`src/rtl/core/wras_pkg.sv`:
```
package wras_pkg;

    localparam int VAL_W  = 30;
    localparam int KIND_W = 2;
    localparam int POS_W  = 11;
    localparam int CNT_W  = 11;

    localparam logic [VAL_W-1:0] MODULUS_RESET = 30'd1008610010;
    localparam logic [CNT_W-1:0] ECOUNT_RESET  = 11'd1;
    localparam logic [VAL_W-1:0] MODULUS_MIN   = 30'd2;

    localparam logic [KIND_W-1:0] KIND_LOAD  = 2'd0;
    localparam logic [KIND_W-1:0] KIND_ADD   = 2'd1;
    localparam logic [KIND_W-1:0] KIND_QUERY = 2'd2;

    localparam logic CFG_ECOUNT  = 1'b0;
    localparam logic CFG_MODULUS = 1'b1;

    typedef logic [VAL_W-1:0] val_t;

    typedef struct packed {
        val_t sum;
        val_t weight;
        val_t pending;
    } node_t;

    typedef struct packed {
        logic [KIND_W-1:0] kind;
        logic [POS_W-1:0]  range_left;
        logic [POS_W-1:0]  range_right;
        val_t              operand_value;
    } item_t;

    typedef struct packed {
        logic status;
        val_t range_sum;
    } result_t;

    typedef enum logic [1:0] {
        ALU_RED,
        ALU_ADD,
        ALU_MUL
    } alu_op_t;

    typedef struct packed {
        logic    start;
        alu_op_t op;
        val_t    a;
        val_t    b;
    } alu_req_t;

    typedef struct packed {
        logic done;
        val_t result;
    } alu_rsp_t;

    typedef enum logic [2:0] {
        AL_IDLE,
        AL_RA,
        AL_RB,
        AL_SUM,
        AL_MUL,
        AL_RP
    } alu_state_t;

    typedef enum logic [4:0] {
        S_CLEAR,
        S_IDLE,
        S_START,
        S_AWAIT,
        S_MWAIT,
        S_VISIT,
        S_VIS_CHK,
        S_QACC,
        S_PD0,
        S_PD2,
        S_PD3,
        S_AP0,
        S_AP1,
        S_AP2,
        S_AP3,
        S_DESC,
        S_RETURN,
        S_AFTL,
        S_AFTR,
        S_SUM0,
        S_SUM1,
        S_SUM2,
        S_SUM3,
        S_LD_VISIT,
        S_LD_CHK,
        S_LD_W,
        S_LD_DESC,
        S_FIN
    } ctrl_state_t;

    typedef struct packed {
        logic clearing;
        logic take;
        logic res_valid;
    } ctrl_stat_t;

endpackage

```
`src/rtl/core/wras_alu.sv`:
```
module wras_alu (
    input  logic               aclk,
    input  logic               aresetn,
    input  wras_pkg::alu_req_t req,
    input  wras_pkg::val_t     modulus,
    output wras_pkg::alu_rsp_t rsp
);

    wras_pkg::alu_state_t st_reg, st_next;
    wras_pkg::alu_op_t    op_reg, op_next;
    wras_pkg::val_t       b_reg, b_next;
    wras_pkg::val_t       ra_reg, ra_next;
    wras_pkg::val_t       rem_reg, rem_next;
    wras_pkg::val_t       res_reg, res_next;
    logic [59:0]          sh_reg, sh_next;
    logic [5:0]           cnt_reg, cnt_next;
    logic                 done_reg, done_next;

    logic [30:0]          r2;
    logic [30:0]          mod_ext;
    logic [30:0]          rsub;
    wras_pkg::val_t       rnew;
    logic                 last;
    logic [30:0]          s_sum;
    logic [30:0]          s_sub;

    // one remainder bit per cycle: r = 2r + next bit, subtract modulus if it fits
    always_comb begin
        mod_ext = {1'b0, modulus};
        r2      = {rem_reg, sh_reg[59]};
        rsub    = r2 - mod_ext;
        rnew    = (r2 >= mod_ext) ? rsub[29:0] : r2[29:0];
        last    = (cnt_reg == 6'd1);
        s_sum   = {1'b0, ra_reg} + {1'b0, b_reg};
        s_sub   = s_sum - mod_ext;
    end

    always_comb begin
        st_next   = st_reg;
        op_next   = op_reg;
        b_next    = b_reg;
        ra_next   = ra_reg;
        rem_next  = rem_reg;
        res_next  = res_reg;
        sh_next   = sh_reg;
        cnt_next  = cnt_reg;
        done_next = 1'b0;
        case (st_reg)
            wras_pkg::AL_IDLE: begin
                if (req.start) begin
                    op_next  = req.op;
                    b_next   = req.b;
                    sh_next  = {req.a, 30'd0};
                    rem_next = '0;
                    cnt_next = 6'd30;
                    st_next  = wras_pkg::AL_RA;
                end
            end
            wras_pkg::AL_RA: begin
                rem_next = rnew;
                sh_next  = {sh_reg[58:0], 1'b0};
                cnt_next = cnt_reg - 6'd1;
                if (last) begin
                    ra_next = rnew;
                    if (op_reg == wras_pkg::ALU_RED) begin
                        res_next  = rnew;
                        done_next = 1'b1;
                        st_next   = wras_pkg::AL_IDLE;
                    end else begin
                        sh_next  = {b_reg, 30'd0};
                        rem_next = '0;
                        cnt_next = 6'd30;
                        st_next  = wras_pkg::AL_RB;
                    end
                end
            end
            wras_pkg::AL_RB: begin
                rem_next = rnew;
                sh_next  = {sh_reg[58:0], 1'b0};
                cnt_next = cnt_reg - 6'd1;
                if (last) begin
                    b_next  = rnew;
                    st_next = (op_reg == wras_pkg::ALU_ADD) ? wras_pkg::AL_SUM
                                                            : wras_pkg::AL_MUL;
                end
            end
            wras_pkg::AL_SUM: begin
                res_next  = (s_sum >= mod_ext) ? s_sub[29:0] : s_sum[29:0];
                done_next = 1'b1;
                st_next   = wras_pkg::AL_IDLE;
            end
            wras_pkg::AL_MUL: begin
                sh_next  = ra_reg * b_reg;
                rem_next = '0;
                cnt_next = 6'd60;
                st_next  = wras_pkg::AL_RP;
            end
            wras_pkg::AL_RP: begin
                rem_next = rnew;
                sh_next  = {sh_reg[58:0], 1'b0};
                cnt_next = cnt_reg - 6'd1;
                if (last) begin
                    res_next  = rnew;
                    done_next = 1'b1;
                    st_next   = wras_pkg::AL_IDLE;
                end
            end
            default: begin
                st_next = wras_pkg::AL_IDLE;
            end
        endcase
    end

    always_ff @(posedge aclk) begin
        if (!aresetn) begin
            st_reg   <= wras_pkg::AL_IDLE;
            done_reg <= 1'b0;
        end else begin
            st_reg   <= st_next;
            done_reg <= done_next;
        end
        op_reg  <= op_next;
        b_reg   <= b_next;
        ra_reg  <= ra_next;
        rem_reg <= rem_next;
        res_reg <= res_next;
        sh_reg  <= sh_next;
        cnt_reg <= cnt_next;
    end

    assign rsp.done   = done_reg;
    assign rsp.result = res_reg;

endmodule

```
`config.mk`:
```
export PLATFORM = sky130hd
export DESIGN_NAME = wras_alu
export DESIGN_NICKNAME = d
export VERILOG_FILES = /design/src/rtl/core/wras_pkg.sv /design/src/rtl/core/wras_alu.sv
export SDC_FILE = /design/constraint.sdc
export NUM_CORES = 2
export LEC_CHECK = 0
export CAP_MARGIN = 20
export CORE_AREA = 2 2 330 332
export DETAILED_ROUTE_END_ITERATION = 8
export DIE_AREA = 0 0 332 334
export DONT_BUFFER_PORTS = 1
export GPL_TIMING_DRIVEN = 0
export PLACE_DENSITY_LB_ADDON = 0.12
export REMOVE_ABC_BUFFERS = 1
export SYNTH_ARGS = -nofsm -noshare
export SYNTH_HDL_FRONTEND = slang
export SYNTH_SLANG_ARGS = --single-unit
```
`constraint.sdc`:
```
create_clock -name aclk -period 9.5 [get_ports aclk]
set_input_delay 0.95 -clock aclk [delete_from_list [all_inputs] [get_ports aclk]]
set_output_delay 0.95 -clock aclk [all_outputs]
set_load 0.02 [all_outputs]
```
==> results.md <==
- The flow ran to the end, and the final reports show no timing, DRC or antenna violations.
- Setup violations remaining at the end of the flow were counted as 0.
- The highest clock frequency the design can meet is between 100 and 150 MHz.
- The final weighted congestion of routability-driven global placement is roughly 0.85.
- Setup repair after global routing left no endpoint under its margin.
- The number of primary I/O pins is roughly 130.
- The required time reported for the critical path endpoint is ~9800 ps.
- The category of the worst setup path capture point is a flip-flop.
- STA classifies the critical path startpoint as a flip-flop.
- The routed wire length is approximately 140000 µm.
- The via count of the first global-routing pass was 33.7k.
- The count of distinct cell types in the synthesized netlist is 75.
- Yosys printed 0 warnings.
- The most common flop cell mapped by yosys is sky130_fd_sc_hd__edfxtp_1.
- After synthesis, the largest area contributor takes up between 30% and 40% of total cell area.
- sky130_fd_sc_hd__fa_1 takes more of the synthesized area than any other cell.
- For the final routed database, the setup TNS stands at 0 ps.
- The number of nets with antenna violations after routing is 0.
- The row count is 121.
- In the final design database the tool counted just under 6k nets.
- The leftover overflow at the end of global routing is 0.
- The number of buffer cells added on primary ports is 0.
- Across the run, the number of max-cap violations was 0.
- The area of the die is ~110000 µm².
- Counting instances, the worst hold path has a depth of 0.
- The clock tree from TritonCTS is yes.
- The share of synthesized flip-flops with an asynchronous set or reset is 0%.
- The path depth of the worst reg2reg path is 27.
- The global-route met1 utilization is between 30 and 40%.
- The library cell used as clock root buffer is sky130_fd_sc_hd__clkbuf_16.
- Ranked by total cell area, the synthesized netlist is headed by sky130_fd_sc_hd__fa_1 (37%), sky130_fd_sc_hd__edfxtp_1 (13%), sky130_fd_sc_hd__ha_1 (10%).
- The tightest min-delay check is of the in2reg type.
- The maximum count of clock buffers along a single path is 2.
- The minimum clock period after layout is between 9000 and 10000 ps.
- The filler cells instantiated in the layout total between 10k and 15k.
- On the critical path, the stage with the largest delay is an instance of sky130_fd_sc_hd__edfxtp_1.
- The critical path is of the reg2reg type.
- In this run the tightest slew margin relative to its limit is a little under a third.
- The height of the chip is between 300 and 400 µm.
- The final count of pins violating max slew is 0.
- For met2 alone, demand over resource in global routing was 43.6%.
- In the layout the commonest cells are sky130_fd_sc_hd__inv_1 (923), sky130_fd_sc_hd__fa_1 (783), sky130_fd_sc_hd__nand2_1 (523), sky130_fd_sc_hd__and2_1 (513), sky130_fd_sc_hd__ha_1 (338).
- The first global-routing pass estimated 213000 µm of wire.
- The share of synthesized area occupied by flip-flops and latches is between 10% and 20%.
- In this run the cell area of the synthesized design comes to 42500 µm².
- Across the routed clock network, the largest skew measured is approximately 19 ps.
- The total clock buffers created by CTS is 17.
- Clock-pin slew was measured on the worst setup and hold paths at around 90 ps.
- The critical path's most frequent cell is sky130_fd_sc_hd__fa_1.
- Using the TritonRoute via totals, the vias-per-cell ratio works out to about 5.3.
- After synthesis the netlist holds a flip-flop and latch count of around 190.
- The clock drives about 190 sinks.
- The post-detailed-placement half-perimeter wirelength is roughly 110000 µm.
- The slew at the pin with the worst max-slew slack is about 1000 ps.
- The placed cell count is 5932.
- The overall track demand over capacity in global routing is around a quarter.
- The pre-antenna-repair detailed-routing pass consisted of 7 iterations.
- After detailed routing, the average wire length per cell comes to about 23 µm.
- The cell count after synthesis came out at around 4.7k.
- The total via count after detailed routing is between 30k and 40k.
- The count of endpoints failing hold in the final timing report came to 0.
- In this run the worst path has a maximum fanout of 20.
- The average cell area after synthesis is 9.11 µm².
- The starting density of the core is between 30 and 40%.
- The stage delay of the slowest cell on the critical path is around 730 ps.
- The count of non-filler cells in the finished layout is roughly 6k.
- The H-tree depth is 4.
- The register with the most flip-flops in the layout has 60 of them.
- The clock network latency to the later pin of the worst-skew pair is approximately 520 ps.
- The commonest non-fill, non-tap cell in the layout is sky130_fd_sc_hd__inv_1.
- Counting flops with a built-in enable in the synthesized netlist gives about 190.
- The area added between synthesis and finish is 10.1%.
- For met3 alone, demand over resource in global routing was 3.91%.
- The remaining routing DRC violations is 0.
- The initial antenna violation count came to 15.
- The worst hold slack is 518 ps.
- Of the cells placed in the final design, the portion with a size suffix greater than 1 is under 10%.
- From left edge to right edge, the die measures between 300 and 400 µm.
- The area of the core is ~110000 µm².
- The post-route fraction of the period consumed by the critical path is a little over nine tenths.
- STA puts the critical path data arrival time at 9490 ps.
- The most used routing layer in global routing is met2.
- Entering global routing, the biggest net connects between 50 and 60 pins.
- The detailed router's first-iteration violation count is about 2k.
[synth_stat cells, types with 5 or more instances]
| master | number |
|---|---|
| sky130_fd_sc_hd__nor2b_1 | 15 |
| sky130_fd_sc_hd__o21ai_0 | 142 |
| sky130_fd_sc_hd__o211ai_1 | 11 |
| sky130_fd_sc_hd__nor2_1 | 152 |
| sky130_fd_sc_hd__a31oi_1 | 23 |
| sky130_fd_sc_hd__xor2_1 | 45 |
| sky130_fd_sc_hd__a222oi_1 | 16 |
| sky130_fd_sc_hd__and3_1 | 24 |
| sky130_fd_sc_hd__a21oi_1 | 184 |
| sky130_fd_sc_hd__nand3_1 | 33 |
| sky130_fd_sc_hd__nand2_1 | 526 |
| sky130_fd_sc_hd__clkbuf_1 | 245 |
| sky130_fd_sc_hd__fa_1 | 783 |
| sky130_fd_sc_hd__a221oi_1 | 18 |
| sky130_fd_sc_hd__a221o_1 | 5 |
| sky130_fd_sc_hd__nand2b_1 | 23 |
| sky130_fd_sc_hd__a21oi_2 | 13 |
| sky130_fd_sc_hd__or2_2 | 5 |
| sky130_fd_sc_hd__o21bai_1 | 19 |
| sky130_fd_sc_hd__nor4_1 | 5 |
| sky130_fd_sc_hd__xnor2_1 | 85 |
| sky130_fd_sc_hd__a21o_1 | 72 |
| sky130_fd_sc_hd__o21ai_1 | 26 |
| sky130_fd_sc_hd__nor3_1 | 25 |
| sky130_fd_sc_hd__nand4_1 | 18 |
| sky130_fd_sc_hd__a211o_1 | 6 |
| sky130_fd_sc_hd__o21a_1 | 22 |
| sky130_fd_sc_hd__ha_1 | 340 |
| sky130_fd_sc_hd__a211oi_1 | 25 |
| sky130_fd_sc_hd__a21boi_0 | 10 |
| sky130_fd_sc_hd__edfxtp_1 | 188 |
| sky130_fd_sc_hd__and2_1 | 512 |
| sky130_fd_sc_hd__and4_1 | 5 |
| sky130_fd_sc_hd__mux2i_1 | 34 |
| sky130_fd_sc_hd__inv_1 | 923 |
| sky130_fd_sc_hd__or3_1 | 7 |
| sky130_fd_sc_hd__a22o_1 | 5 |
[area by class of cell]
type / instances / area [µm²] / share of cell area (%)
clock buffers: 21 / 450 / 0.962
diodes: 2 / 5.00 / 0.0107
inverters: 923 / 3460 / 7.40
repair buffers: 138 / 2820 / 6.03
well taps: 1414 / 1770 / 3.78
clock inverters: 11 / 139 / 0.296
flip-flops and latches: 192 / 5730 / 12.2
multi-input cells: 3297 / 32500 / 69.3
[cells by family after synthesis]
logic type	count (synthesis)	synth area share, %
muxes	38	0.906
and+or+nand+nor	1363	16.0
AOI/OAI and AO/OA	643	9.68
buffers and inverters	1180	10.5
DFF	192	13.5
adders and majority gates	1123	46.8
xor gates and xnor gates	130	2.68
[stage by stage]
step / instance area, µm² / util [%] / setup slack (ps)
after floorplan: 41600 / - / 1900
after global placement: 43300 / 40.2 / -1620
after detailed placement: 46000 / 42.6 / -350
after CTS: 46600 / 43.3 / 28.9
after global routing: 46800 / 43.5 / 18.6
final: 46800 / 43.5 / 260
[path summary, 6_finish.rpt]
check	end	from	slack, ps
max	sh_reg[49]	b_reg[5]	260
min	op_reg[0]	req[60]	520
max reg2reg	sh_reg[49]	b_reg[5]	260
min reg2reg	sh_reg[17]	sh_reg[16]	530
[per-layer routing]
| layer | share of wire (%) | up-vias | routed length (µm) |
|---|---|---|---|
| met3 | 5.8 | 150 | 8040 |
| met1 | 44 | 16200 | 61000 |
| li1 | - | 14300 | - |
| met2 | 48 | 841 | 65900 |
| met4 | 2.0 | 10 | 2760 |
| met5 | 0.049 | - | 67 |
[worst max-delay path, delay by kind of cell (launching register included)]
kind | cells | cell delay [ps]
simple gates | 5 | 1230
buf+inv | 7 | 540
compound gates | 5 | 1830
xor+xnor | 1 | 390
fa+ha+maj | 9 | 4210
flops | 1 | 730
[timing repair]
item                                    CTS  global route
cloned                                    0             0
endpoints found under the setup margin    3             5
hold buffers                              0             0
gates resized for setup                   5             3
buffers inserted                         11            21
endpoints found under the hold margin     0             0
Power is not shown: default switching activity piles up to over one toggle a cycle in this logic, so the estimate is an artifact.
